==> src/rtl/core/sida_pkg.sv <==
// Shared types and constants of the decimal text converter.
// No dependencies.
package sida_pkg;

  localparam logic [7:0] CHR_ZERO  = 8'h30;
  localparam logic [7:0] CHR_MINUS = 8'h2D;
  localparam logic [7:0] CHR_LF    = 8'h0A;

  // Double-dabble correction: a BCD digit of five or more gets three added.
  localparam logic [3:0] DABBLE_MIN = 4'd5;
  localparam logic [3:0] DABBLE_ADD = 4'd3;

  typedef enum logic [1:0] {
    CH_MINUS = 2'd0,
    CH_DIGIT = 2'd1,
    CH_LF    = 2'd2
  } char_kind_t;

  typedef struct packed {
    logic       load;
    logic       step;
    logic       shift;
    logic       emit;
    char_kind_t sel;
    logic       last;
  } cmd_t;

  typedef struct packed {
    logic conv_done;
    logic top_zero;
    logic cnt_one;
    logic neg;
    logic nl;
    logic out_free;
  } status_t;

endpackage

==> src/rtl/core/signed_integer_to_decimal_ascii.sv <==
// Channel  Dir  Beat contents (low bit up)
// s_*      in   tdata: value (64, signed); tuser: add_newline; accepted on tvalid & tready
// m_*      out  tdata: ascii_char (8); tlast: last_char
//
// One value at a time. From the accepting edge the block runs the double-dabble
// shifter (four bits per cycle), then drops leading zero digits, keeping at least
// one, then emits the optional minus, the digits and the optional line feed, one
// byte per beat. Output stalls hold the controller.
// s_tready rises while the final byte still waits in the output register.
// Reset is synchronous, active high, and clears the controller and output valid.
// Depends on sida_pkg, sida_ctrl, sida_datapath.
module signed_integer_to_decimal_ascii #(
  parameter int VALUE_WIDTH = 64
) (
  input  logic        clk,
  input  logic        rst,
  input  logic        s_tvalid,
  output logic        s_tready,
  input  logic [63:0] s_tdata,   // [63:0] value
  input  logic        s_tuser,   // [0] add_newline
  output logic        m_tvalid,
  input  logic        m_tready,
  output logic [7:0]  m_tdata,   // [7:0] ascii_char
  output logic        m_tlast
);
  import sida_pkg::*;

  cmd_t    cmd;
  status_t status;

  sida_ctrl u_ctrl (
    .clk      (clk),
    .rst      (rst),
    .s_tvalid (s_tvalid),
    .s_tready (s_tready),
    .status   (status),
    .cmd      (cmd)
  );

  sida_datapath #(
    .VALUE_WIDTH (VALUE_WIDTH)
  ) u_dp (
    .clk        (clk),
    .rst        (rst),
    .in_value   (s_tdata),
    .in_newline (s_tuser),
    .cmd        (cmd),
    .status     (status),
    .m_tvalid   (m_tvalid),
    .m_tready   (m_tready),
    .m_tdata    (m_tdata),
    .m_tlast    (m_tlast)
  );

endmodule

==> src/rtl/core/sida_datapath.sv <==
// Datapath: magnitude, double-dabble BCD shifter, digit counter, output register.
// Depends on sida_pkg.
module sida_datapath #(
  parameter int VALUE_WIDTH = 64
) (
  input  logic            clk,
  input  logic            rst,
  input  logic [63:0]     in_value,
  input  logic            in_newline,
  input  sida_pkg::cmd_t  cmd,
  output sida_pkg::status_t status,
  output logic            m_tvalid,
  input  logic            m_tready,
  output logic [7:0]      m_tdata,
  output logic            m_tlast
);
  import sida_pkg::*;

  localparam int STEP_BITS = 4;
  localparam int SHIFT_W   = ((VALUE_WIDTH + STEP_BITS - 1) / STEP_BITS) * STEP_BITS;
  localparam int STEPS     = SHIFT_W / STEP_BITS;
  localparam int STEP_CW   = $clog2(STEPS);
  localparam int NDIG      = ((VALUE_WIDTH - 1) * 30103) / 100000 + 1;
  localparam int BCD_W     = NDIG * 4;
  localparam int CNT_W     = $clog2(NDIG + 1);

  logic [VALUE_WIDTH-1:0] value_bits;
  logic                   sign;
  logic [VALUE_WIDTH-1:0] magnitude;

  logic [SHIFT_W-1:0]     mag;
  logic [BCD_W-1:0]       bcd;
  logic                   neg;
  logic                   nl;
  logic [STEP_CW-1:0]     step_cnt;
  logic [CNT_W-1:0]       dcnt;

  logic [SHIFT_W-1:0]     mag_next;
  logic [BCD_W-1:0]       bcd_next;
  logic [3:0]             top_digit;
  logic [7:0]             char_next;

  assign value_bits = in_value[VALUE_WIDTH-1:0];
  assign sign       = value_bits[VALUE_WIDTH-1];
  assign magnitude  = sign ? (~value_bits + 1'b1) : value_bits;

  // Four double-dabble bit steps per cycle.
  always_comb begin
    bcd_next = bcd;
    mag_next = mag;
    for (int b = 0; b < STEP_BITS; b++) begin
      for (int d = 0; d < NDIG; d++) begin
        if (bcd_next[d*4 +: 4] >= DABBLE_MIN) begin
          bcd_next[d*4 +: 4] = bcd_next[d*4 +: 4] + DABBLE_ADD;
        end
      end
      {bcd_next, mag_next} = {bcd_next[BCD_W-2:0], mag_next, 1'b0};
    end
  end

  always_ff @(posedge clk) begin
    if (cmd.load) begin
      mag      <= SHIFT_W'(magnitude);
      bcd      <= '0;
      neg      <= sign;
      nl       <= in_newline;
      step_cnt <= STEP_CW'(STEPS - 1);
      dcnt     <= CNT_W'(NDIG);
    end else if (cmd.step) begin
      mag      <= mag_next;
      bcd      <= bcd_next;
      step_cnt <= step_cnt - 1'b1;
    end else if (cmd.shift) begin
      bcd      <= {bcd[BCD_W-5:0], 4'b0000};
      dcnt     <= dcnt - 1'b1;
    end
  end

  assign top_digit = bcd[BCD_W-1 -: 4];

  always_comb begin
    unique case (cmd.sel)
      CH_MINUS: char_next = CHR_MINUS;
      CH_DIGIT: char_next = CHR_ZERO + {4'b0000, top_digit};
      CH_LF:    char_next = CHR_LF;
      default:  char_next = CHR_LF;
    endcase
  end

  // Output register: hold a beat until taken.
  always_ff @(posedge clk) begin
    if (rst) begin
      m_tvalid <= 1'b0;
    end else if (cmd.emit) begin
      m_tvalid <= 1'b1;
    end else if (m_tready) begin
      m_tvalid <= 1'b0;
    end
  end

  always_ff @(posedge clk) begin
    if (cmd.emit) begin
      m_tdata <= char_next;
      m_tlast <= cmd.last;
    end
  end

  assign status.conv_done = (step_cnt == '0);
  assign status.top_zero  = (top_digit == 4'd0);
  assign status.cnt_one   = (dcnt == CNT_W'(1));
  assign status.neg       = neg;
  assign status.nl        = nl;
  assign status.out_free  = !m_tvalid || m_tready;

endmodule

==> src/rtl/core/sida_ctrl.sv <==
// Controller: sequences load, BCD conversion, leading-zero skip and byte emission.
// Depends on sida_pkg.
module sida_ctrl (
  input  logic              clk,
  input  logic              rst,
  input  logic              s_tvalid,
  output logic              s_tready,
  input  sida_pkg::status_t status,
  output sida_pkg::cmd_t    cmd
);
  import sida_pkg::*;

  typedef enum logic [5:0] {
    S_IDLE  = 6'b000001,
    S_CONV  = 6'b000010,
    S_SKIP  = 6'b000100,
    S_SIGN  = 6'b001000,
    S_DIGIT = 6'b010000,
    S_NL    = 6'b100000
  } state_t;

  state_t state;
  state_t state_next;

  assign s_tready = (state == S_IDLE);

  always_comb begin
    state_next = state;
    cmd        = '0;
    cmd.sel    = CH_DIGIT;
    unique case (state)
      S_IDLE: begin
        if (s_tvalid) begin
          cmd.load   = 1'b1;
          state_next = S_CONV;
        end
      end
      S_CONV: begin
        cmd.step = 1'b1;
        if (status.conv_done) begin
          state_next = S_SKIP;
        end
      end
      S_SKIP: begin
        // Drop leading zeros, keep at least one digit.
        if (status.top_zero && !status.cnt_one) begin
          cmd.shift = 1'b1;
        end else begin
          state_next = status.neg ? S_SIGN : S_DIGIT;
        end
      end
      S_SIGN: begin
        if (status.out_free) begin
          cmd.emit   = 1'b1;
          cmd.sel    = CH_MINUS;
          state_next = S_DIGIT;
        end
      end
      S_DIGIT: begin
        if (status.out_free) begin
          cmd.emit  = 1'b1;
          cmd.shift = 1'b1;
          cmd.sel   = CH_DIGIT;
          cmd.last  = status.cnt_one && !status.nl;
          if (status.cnt_one) begin
            state_next = status.nl ? S_NL : S_IDLE;
          end
        end
      end
      S_NL: begin
        if (status.out_free) begin
          cmd.emit   = 1'b1;
          cmd.sel    = CH_LF;
          cmd.last   = 1'b1;
          state_next = S_IDLE;
        end
      end
      default: state_next = S_IDLE;
    endcase
  end

  always_ff @(posedge clk) begin
    if (rst) begin
      state <= S_IDLE;
    end else begin
      state <= state_next;
    end
  end

endmodule

==> config.mk <==
export PLATFORM = sky130hd
export DESIGN_NAME = signed_integer_to_decimal_ascii
export DESIGN_NICKNAME = d
export VERILOG_FILES = /design/src/rtl/core/sida_pkg.sv /design/src/rtl/core/signed_integer_to_decimal_ascii.sv /design/src/rtl/core/sida_datapath.sv /design/src/rtl/core/sida_ctrl.sv
export SDC_FILE = /design/constraint.sdc
export NUM_CORES = 1
export LEC_CHECK = 0
export BUFFER_PORTS_ARGS = -buffer_cell sky130_fd_sc_hd__buf_2
export CORE_ASPECT_RATIO = 1.1
export CORE_UTILIZATION = 45
export CTS_BUF_LIST = sky130_fd_sc_hd__clkbuf_8
export DETAILED_ROUTE_END_ITERATION = 8
export GPL_TIMING_DRIVEN = 1
export MAX_ROUTING_LAYER = met4
export PLACE_DENSITY = 0.58
export SYNTH_ARGS = -nofsm -noshare
export SYNTH_HDL_FRONTEND = slang
export SYNTH_HIERARCHICAL = 1
export SYNTH_SLANG_ARGS = --single-unit
==> constraint.sdc <==
create_clock -name clk -period 7.54 [get_ports clk]
set_clock_uncertainty 0.05 [all_clocks]
set_input_delay 0.377 -clock clk [delete_from_list [all_inputs] [get_ports clk]]
set_output_delay 0.377 -clock clk [all_outputs]
set_load 0.005 [all_outputs]
==> summary.md, run 1 <==
| Metric | Value |
|---|---|
| Run status | complete, no violations |
| Power Dens Cells | between 200 and 300 nW/um^2 |
| CTS Buffer Depth | 2 |
| Largest net degree at the start of global routing | 101 |
| Post-synth top area cell | edfxtp_1 |
| Drt via density | 5.96 |
| Final Hold Vio Count | 0 |
| Starting DRC count in detailed routing | 959 |
| Congestion Overflow GR | 0 |
| Worst-path clk slew | 110 ps |
| Top_reg_cell synth | dfxtp_1 |
| Tot Pwr | 5.16 mW |
| Mapped Cells | 2299 |
| Int Power | roughly 2.6 mW |
| Final setup vio count | 0 |
| Port Buffers | 77 |
| R2R Path End | u_dp/bcd[56] |
| R2R Path Start | u_dp/bcd[48] |
| CP most frequent cell | ha_1 |
| Most frequent cells in the layout | nand2_1 (236), nor2_1 (204), a21oi_1 (164), a211oi_1 (105), inv_1 (102) |
| Max-Cap Viols | 0 |
| Lkg Pwr | 6.57 nW |
| Row Count | 75 |
| Register area | 4030 um^2 |
| Routed wire length | about 44000 um |
| Period minus WS final | roughly 4200 ps |
| HP Start | rst |
| Clock Latency Late Sink | 480 ps |
| Netlist Area Pre-Place | between 15000 and 20000 um^2 |
| Core area | 38000 um^2 |
| Top cells by area, synth | edfxtp_1 (13%), dfxtp_1 (11%), ha_1 (5.8%), nand2_1 (5.1%), a21oi_1 (4.7%) |
| # IOs | 80 |
| Non-filler cells, final | 2797 |
| Root buf cell | clkbuf_8 |
| Max Freq | 239 MHz |
| TritonCTS clock tree | built |
| Setup slack, reg-to-reg | around 3400 ps |
| Remaining DRCs | 0 |
| Worst slew margin | 28.7% |
| Simple-gate share of the synthesized area | 22.4% |
| Number of CTS-inserted buffers | 17 |
| CTS resizes | 0 |
| Hold Path Depth | 2 |
| Nets | ~2400 |
| GR Layer Usage met3 | 2.54% |
| Seq pwr share | 23.7% |
| Hold Slack | 110 ps |
| Initial antenna violation count | 0 |
| Worst reg-to-reg path cell count | 17 |
| Netlist cell types | 90 |
| Global-route wire length before repair | 74600 um |
| Sequential fraction of the synthesis area | 23.3% |
| RD Place Congestion | 0.871 |
| GR Util met2 | 38.6% |
| GR Util met1 | 29.9% |
| Synth Area in XOR/XNOR | 5.10% |
| Largest delay share family, worst path | compound AO/OA/AOI/OAI gates |
| Routed len/inst | about 16 um |
| Post-CTS Hold Buffers | 1 |
| Worst setup EP type | register |
| Period utilization | a little under three fifths |
| Commonest non-fill, non-tap cell in the layout | nand2_1 |
| Synth Area in Compound Gates | 32.9% |
| Mux cell area share after synthesis | 5.12% |
| CTS sink cnt | 165 |
| Final HPWL DP | 32300 um |
| Synth Warn # | 6 |
| Max-slew violations | 0 |
| P_sw | 2.53 mW |
| Dpl cells | 2764 |
| Number of synthesized flops with an enable pin | 73 |
| HP Class | in -> reg |
| Vias | around 17000 |
| Die area | 39300 um^2 |
| First drt pass iteration count | 5 |
| Slowest Stage Delay on Critical Path | 480 ps |
| Post-synthesis area per instance | 7.53 um^2 |
| Final core utilization | approximately 48% |
| Most Crowded Layer GR | met2 |
| Startpoint types | register |
| CP Cell Sequence | inv_1 -> ha_1 -> nor2b_1 -> or3_1 -> and2_1 -> inv_2 -> ha_1 -> inv_1 -> a21o_1 -> a31oi_1 -> inv_2 -> ha_1 -> nor2_1 -> a221oi_1 -> a21oi_1 -> a2111oi_0 -> a2111oi_0 |
| CTS H-tree lvls | 4 |
| Sw frac | around 49% |
| Number of global-route vias before repair | roughly 16000 |
| Fillers | approximately 3800 |
| Synth Register Bits | 165 |
| Ratio of cells with drive above 1 in the final layout | 8.23% |
| Multi-input logic area | 12400 um^2 |
| Worst setup path class | reg -> reg |
| RSZ-0062 raised after global routing | false |
| Worst path bufs/invs | 4 |
| Setup bufs post-CTS | 0 |
| Top cell type's share of synthesized area | ~13% |
| Clk pwr share | 13.3% |
| Critical Path RT | a little under 8000 ps |
| Initial Utilization | 45.6% |
| Worst hold endpoint | u_dp/m_tvalid |
| Area grow syn2layout | 5.77% |
| Die W | 189 um |
| Critical-path top delay cell | a2111oi_0 |
| GR Util All Layers | 23.1% |
| Setup TNS | 0 ps |
| Crit path DAT | 4470 ps |
| Largest family of logic cells by synthesized area | compound AO/OA/AOI/OAI gates |
| Worst-path fanout max | 7 |
| Detail Route Antenna Nets | 0 |
| Worst-Margin Slew | 1060 ps |
| Antenna Diode Count | 0 |
| Die height | 208 um |
| Peak supply drop | 0.000100 V |
| Post-synth ARST share | 0% |
| Adder-cell share of the synthesized area | 5.78% |
| Combinational power share | 63.0% |
==> how the worst max path moves through the flow <==
| stage | start | end | slack, ps | cells past startpoint |
|---|---|---|---|---|
| final | u_dp/bcd[48] | u_dp/bcd[56] | 3360 | 17 |
| after global placement | u_dp/bcd[48] | u_dp/bcd[56] | 3410 | 16 |
| after detailed placement | u_dp/bcd[48] | u_dp/bcd[56] | 3420 | 16 |
| after CTS | u_dp/bcd[48] | u_dp/bcd[56] | 3400 | 17 |
| after global routing | u_dp/bcd[48] | u_dp/bcd[56] | 2980 | 17 |
| after floorplan | u_dp/bcd[48] | u_dp/bcd[56] | 4090 | 16 |
==> through the flow <==
| step | area [um^2] | setup WS [ps] |
|---|---|---|
| after floorplan | 17300 | 4090 |
| after global placement | 17900 | 3410 |
| after detailed placement | 17900 | 3420 |
| after CTS | 18300 | 3400 |
| after global routing | 18300 | 2980 |
| final | 18300 | 3360 |
==> power by group through the flow <==
stage               combinational [mW]  clock (mW)  sequential, mW
floorplan                         2.64           0            1.14
global placement                  3.14           0            1.24
detailed placement                3.20           0            1.24
CTS                               3.22       0.714            1.22
global route                      3.67       0.749            1.24
finish                            3.25       0.687            1.22
==> logic make-up after synthesis <==
| family | count (synthesis) |
|---|---|
| other | 1 |
| buffers and inverters | 237 |
| adder cells (fa/ha/maj) | 80 |
| AND/OR/NAND/NOR | 792 |
| AO/OA/AOI/OAI | 837 |
| multiplexers | 87 |
| flip-flops | 165 |
| XOR/XNOR | 100 |
==> registers in the layout, indices dropped and copies added, names as in the netlist <==
signal	count
u_ctrl/state	6
u_dp/bcd	76
u_dp/dcnt	5
u_dp/m_tdata	6
u_dp/m_tlast	1
u_dp/m_tvalid	1
u_dp/mag	64
u_dp/neg	1
u_dp/nl	1
u_dp/step_cnt	4
==> synth_stat cells (all sizes together), types with 6 or more instances <==
cell / instances
a2111oi: 20
a211o: 17
a211oi: 105
a21boi: 14
a21o: 34
a21oi: 164
a221oi: 24
a2bb2oi: 6
a311oi: 33
a31oi: 19
and2: 30
and3: 15
buf: 17
clkbuf: 102
clkinv: 6
dfxtp: 92
edfxtp: 73
ha: 80
inv: 112
mux2: 12
mux2i: 75
nand2: 237
nand2b: 54
nand3: 42
nand3b: 13
nor2: 205
nor2b: 42
nor3: 27
nor3b: 9
nor4: 9
o211a: 40
o211ai: 42
o21a: 25
o21ai: 195
o21bai: 13
o22ai: 18
o31ai: 23
o41ai: 13
or2: 51
or3: 28
or4: 13
xnor2: 35
xor2: 65
==> layout make-up <==
class | count | area share (%)
clock buffers | 17 | 1.28
clock inverters | 15 | 0.922
inverters | 118 | 2.45
multi-input cells | 1898 | 67.5
flip-flops and latches | 165 | 22.0
well taps | 500 | 3.42
repair buffers | 84 | 2.40
==> routing by layer <==
metal	vias to the layer above	part of all wire (%)
met4	0	1.0
met1	7876	48
met2	278	47
met5	-	0
met3	33	3.4
li1	8490	-
No activity file was read; power rests on OpenSTA's default activity.
==> inputs of run 2 (changes only) <==
Clock period 7.54 ns to 4.3 ns, I/O delays scaled along.
==> summary.md, run 2 (same netlist as run 1, synthesis figures left out) <==
| Metric | Value |
|---|---|
| Run status | complete, no violations |
| Clock Latency Late Sink | around 470 ps |
| Worst-path fanout max | 7 |
| Final Hold Vio Count | 0 |
| Period utilization | between 90% and 100% |
| Area grow syn2layout | 6.32% |
| GR Util All Layers | 22.8% |
| CTS sink cnt | 165 |
| Congestion Overflow GR | 0 |
| RD Place Congestion | 0.891 |
| Die height | 208 um |
| HP Class | in -> reg |
| Row Count | 75 |
| Drt via density | 5.96 |
| Final setup vio count | 0 |
| Clk pwr share | 11.7% |
| Max Freq | about 250 MHz |
| Initial antenna violation count | 0 |
| Number of global-route vias before repair | 15600 |
| Hold Slack | 83.3 ps |
| Biggest register | u_dp/bcd |
| Setup TNS | 0 ps |
| Commonest non-fill, non-tap cell in the layout | nand2_1 |
| Most frequent cells in the layout | nand2_1 (236), nor2_1 (204), a21oi_1 (164), a211oi_1 (105), inv_1 (103) |
| DP Area | 18000 um^2 |
| Combinational power share | ~64% |
| Routed wire length | 43700 um |
| Peak supply drop | 0.000235 V |
| Initial Utilization | 45.6% |
| Final HPWL DP | 31900 um |
| Number of CTS-inserted buffers | 17 |
| TritonCTS clock tree | built |
| Int Power | 4.53 mW |
| Die area | 39300 um^2 |
| Antenna Diode Count | 0 |
| Sw frac | 49.2% |
| Detail Route Antenna Nets | 0 |
| Nets | 2443 |
| Ratio of cells with drive above 1 in the final layout | roughly 8.7% |
| Global-route wire length before repair | 74000 um |
| CTS Buffer Depth | 2 |
| Setup bufs post-CTS | 0 |
| Tot Pwr | between 8 and 9 mW |
| # IOs | 80 |
| Worst slew margin | around a quarter |
| Crit path DAT | 4320 ps |
| Worst-path clk slew | roughly 100 ps |
| Seq pwr share | about a quarter |
| Max reg flops | 76 |
| Port Buffers | 77 |
| Max-Cap Viols | 0 |
| Cell area after layout | 18400 um^2 |
| Die W | 189 um |
| Starting DRC count in detailed routing | roughly 900 |
| Top flop regs | u_dp/bcd x76, u_dp/mag x64 |
| Routed len/inst | about 16 um |
| Remaining DRCs | 0 |
| Lkg Pwr | 6.62 nW |
| Largest net degree at the start of global routing | between 100 and 150 |
| Root buf cell | clkbuf_8 |
| Startpoint types | register |
| P_sw | 4.39 mW |
| Core area | 38000 um^2 |
| CTS H-tree lvls | 4 |
| First drt pass iteration count | 7 |
| Worst-Margin Slew | around 1100 ps |
| Period minus WS final | about 4000 ps |
| Power Dens Cells | 484 nW/um^2 |
| Max-slew violations | 0 |
| Worst setup EP type | register |
| Worst setup path class | reg -> reg |
| Vias | 16700 |
| Critical Path RT | 4620 ps |
-- run 2: path summary, 6_finish.rpt --
check,to,cells past startpoint,slack [ps],from
max,u_dp/bcd[74],20,300,u_dp/bcd[68]
min,u_dp/mag[1],3,80,s_tdata[1]
max reg2reg,u_dp/bcd[74],20,300,u_dp/bcd[68]
min reg2reg,u_dp/bcd[0],2,460,u_dp/mag[60]
-- run 2: worst max-delay path, cell delays in order (launching register included) --
cell and delay [ps]:
dfxtp_2 410, inv_1 80, ha_1 230, nor2b_1 170, nor3_1 280, a21oi_1 140, inv_1 120, ha_1 170
o21ai_0 90, a31oi_1 290, inv_1 130, ha_1 210, o21ai_0 180, a21oi_1 100, a21oi_1 240, ha_1 240
nand2b_1 80, o21ai_0 80, o211a_1 210, nor3_1 70, a2111oi_2 340
-- run 2: through the flow --
stage	std cells	setup WS (ps)	utilization [%]
2_1_floorplan	2300	851	-
3_3_place_gp	2772	374	47.4
3_5_place_dp	2772	353	47.4
4_1_cts	2807	294	48.4
5_1_grt	2807	-28.1	48.4
6_report	2807	301	48.4
-- run 2: what timing repair did --
item / in CTS / in global routing
hold buffers: 3 / 0
endpoints found under the hold margin: 9 / 0
resized for setup: 0 / 10
setup endpoints to repair: 0 / 6
-- run 2: layout make-up --
cell class	instances	area, um^2
Clock buffer	17	234
Timing Repair Buffer	94	571
Multi-Input combinational cell	1898	12400
Clock inverter	15	104
Fill cell	3826	19600
Tap cell	500	626
Sequential cell	165	4040
Inverter	118	448
-- run 2: layer usage --
metal | up-vias | GRT usage, % | wire length, um
met1 | 7805 | 29.2 | 20800
met5 | - | - | 0
met3 | 46 | 2.40 | 1510
met4 | 0 | 5.70 | 592
met2 | 351 | 38.4 | 20800
li1 | 8538 | - | -
-- run 2: power groups by stage --
| stage | combinational [mW] | sequential [mW] | clock (mW) |
|---|---|---|---|
| after floorplan | 4.63 | 2.01 | 0 |
| after global placement | 5.54 | 2.16 | 0 |
| after detailed placement | 5.63 | 2.17 | 0 |
| after CTS | 5.67 | 2.13 | 1.09 |
| after global routing | 6.46 | 2.17 | 1.15 |
| final | 5.74 | 2.13 | 1.04 |
==> inputs of run 3 (changes only) <==
Settings changed: CORE_UTILIZATION 45 to 55, PLACE_DENSITY 0.58 to 0.7.
==> summary.md, run 3 (same netlist as run 1, synthesis figures left out) <==
| Metric | Value |
|---|---|
| Core area | 30700 um^2 |
| Largest net degree at the start of global routing | between 100 and 150 |
| Routed len/inst | 15.5 um |
| Ratio of cells with drive above 1 in the final layout | 8.75% |
| Worst-path fanout max | 8 |
| Combinational power share | 63.8% |
| Period utilization | 92.1% |
| Critical Path RT | 4630 ps |
| Vias | 16800 |
| Peak supply drop | around 0.00023 V |
| Startpoint types | register |
| Worst-Margin Slew | approximately 1100 ps |
| Row Count | between 60 and 70 |
| First drt pass iteration count | 7 |
| Initial Utilization | 56.4% |
| HP Class | in -> reg |
| Lkg Pwr | 6.65 nW |
| Max Freq | between 200 and 300 MHz |
| Global-route wire length before repair | 70800 um |
| CTS Buffer Depth | 2 |
| RD Place Congestion | 0.905 |
| Starting DRC count in detailed routing | 1131 |
| Final HPWL DP | about 31000 um |
| Antenna Diode Count | 0 |
| Hold Slack | 50.7 ps |
| Die area | around 32000 um^2 |
| Max reg flops | 76 |
| P_sw | 4.38 mW |
| Top flop regs | u_dp/bcd x76, u_dp/mag x64 |
| Congestion Overflow GR | 0 |
| Remaining DRCs | 0 |
| Clock Latency Late Sink | 470 ps |
| Die W | approximately 170 um |
| Die height | ~190 um |
| Most frequent cells in the layout | nand2_1 (236), nor2_1 (204), a21oi_1 (162), a211oi_1 (105), inv_1 (103) |
| Number of CTS-inserted buffers | 17 |
| Routed wire length | between 40000 and 50000 um |
| Worst setup EP type | register |
| Root buf cell | clkbuf_8 |
| Port Buffers | 77 |
| Run status | complete, no violations |
| Setup TNS | 0 ps |
| Worst slew margin | 26.1% |
| Initial antenna violation count | 1 |
| Worst-path clk slew | 100 ps |
| Max-Cap Viols | 0 |
| Number of global-route vias before repair | 15500 |
| Worst setup path class | reg -> reg |
| GR Util All Layers | 26.8% |
| Commonest non-fill, non-tap cell in the layout | nand2_1 |
| Biggest register | u_dp/bcd |
| Period minus WS final | slightly below 4000 ps |
| CTS H-tree lvls | 4 |
| Setup bufs post-CTS | 0 |
| Max-slew violations | 0 |
| Crit path DAT | 4290 ps |
| RSZ-0062 raised after global routing | false |
| Clk pwr share | about an eighth |
| # IOs | 80 |
| Final Hold Vio Count | 0 |
| Seq pwr share | 23.9% |
| Tot Pwr | 8.94 mW |
| TritonCTS clock tree | built |
| CTS sink cnt | 165 |
| Power Dens Cells | 488 nW/um^2 |
| Nets | 2444 |
| Drt via density | 6.18 |
| Detail Route Antenna Nets | 0 |
| Final setup vio count | 0 |
| Sw frac | 49.0% |
| Area grow syn2layout | 5.81% |
| Int Power | 4.56 mW |
-- run 3: timing repair --
action	in CTS	in global routing
hold buffers	2	0
gates resized for setup	0	4
endpoints found under the setup margin	0	2
hold endpoints to repair	8	0
-- run 3: power by group through the flow --
stage          registers (mW)  logic [mW]  clock network [mW]
3_3_place_gp             2.16        5.44                   0
6_report                 2.14        5.71                1.10
5_1_grt                  2.17        6.38                1.18
4_1_cts                  2.13        5.62                1.12
2_1_floorplan            2.01        4.63                   0
3_5_place_dp             2.17        5.58                   0
-- run 3: layer usage --
metal  up-vias  share of wire (%)  GRT usage [%]
met5         -                  0              -
met4         0               0.96           5.49
met2       383                 49           46.0
li1       8537                  -              -
met3        32                3.9           2.30
met1      7865                 46           34.0
-- run 3: final cells by class --
cell class / count / area [um^2]
tap: 414 / 518
sequential: 165 / 4040
clock inverter: 14 / 120
fill: 2866 / 12400
multi-input combinational: 1898 / 12400
timing repair buffer: 95 / 576
clock buffer: 18 / 248
inverter: 118 / 448
-- run 3: final timing paths --
check | from | to | slack (ps) | cells past startpoint
worst max-delay path | u_dp/bcd[64] | u_dp/bcd[71] | 340 | 18
worst min-delay path | s_tdata[0] | u_dp/mag[0] | 50 | 2
worst max register to register | u_dp/bcd[64] | u_dp/bcd[71] | 340 | 18
worst min register to register | u_dp/dcnt[1] | u_dp/dcnt[1] | 450 | 1
-- run 3: through the flow --
stage / std cells / setup slack, ps / util [%] / instance area (um^2)
2_1_floorplan: 2300 / 851 / - / 17300
3_3_place_gp: 2688 / 427 / 58.4 / 17900
3_5_place_dp: 2688 / 388 / 58.4 / 17900
4_1_cts: 2722 / 320 / 59.7 / 18300
5_1_grt: 2722 / 10.8 / 59.7 / 18300
6_report: 2722 / 341 / 59.7 / 18300
-- run 3: critical path: stages, from the launching register on --
cell and delay (ps):
dfxtp_1 480, inv_1 80, ha_1 250, nor2b_1 170, or3_1 370, and2_1 200, inv_1 80, ha_1 150
o21bai_1 100, a211oi_1 110, nor2_1 120, inv_1 50, ha_1 310, inv_1 60, nor2_1 40, a311oi_1 600
nand2_1 90, mux2_1 320, a211oi_1 230
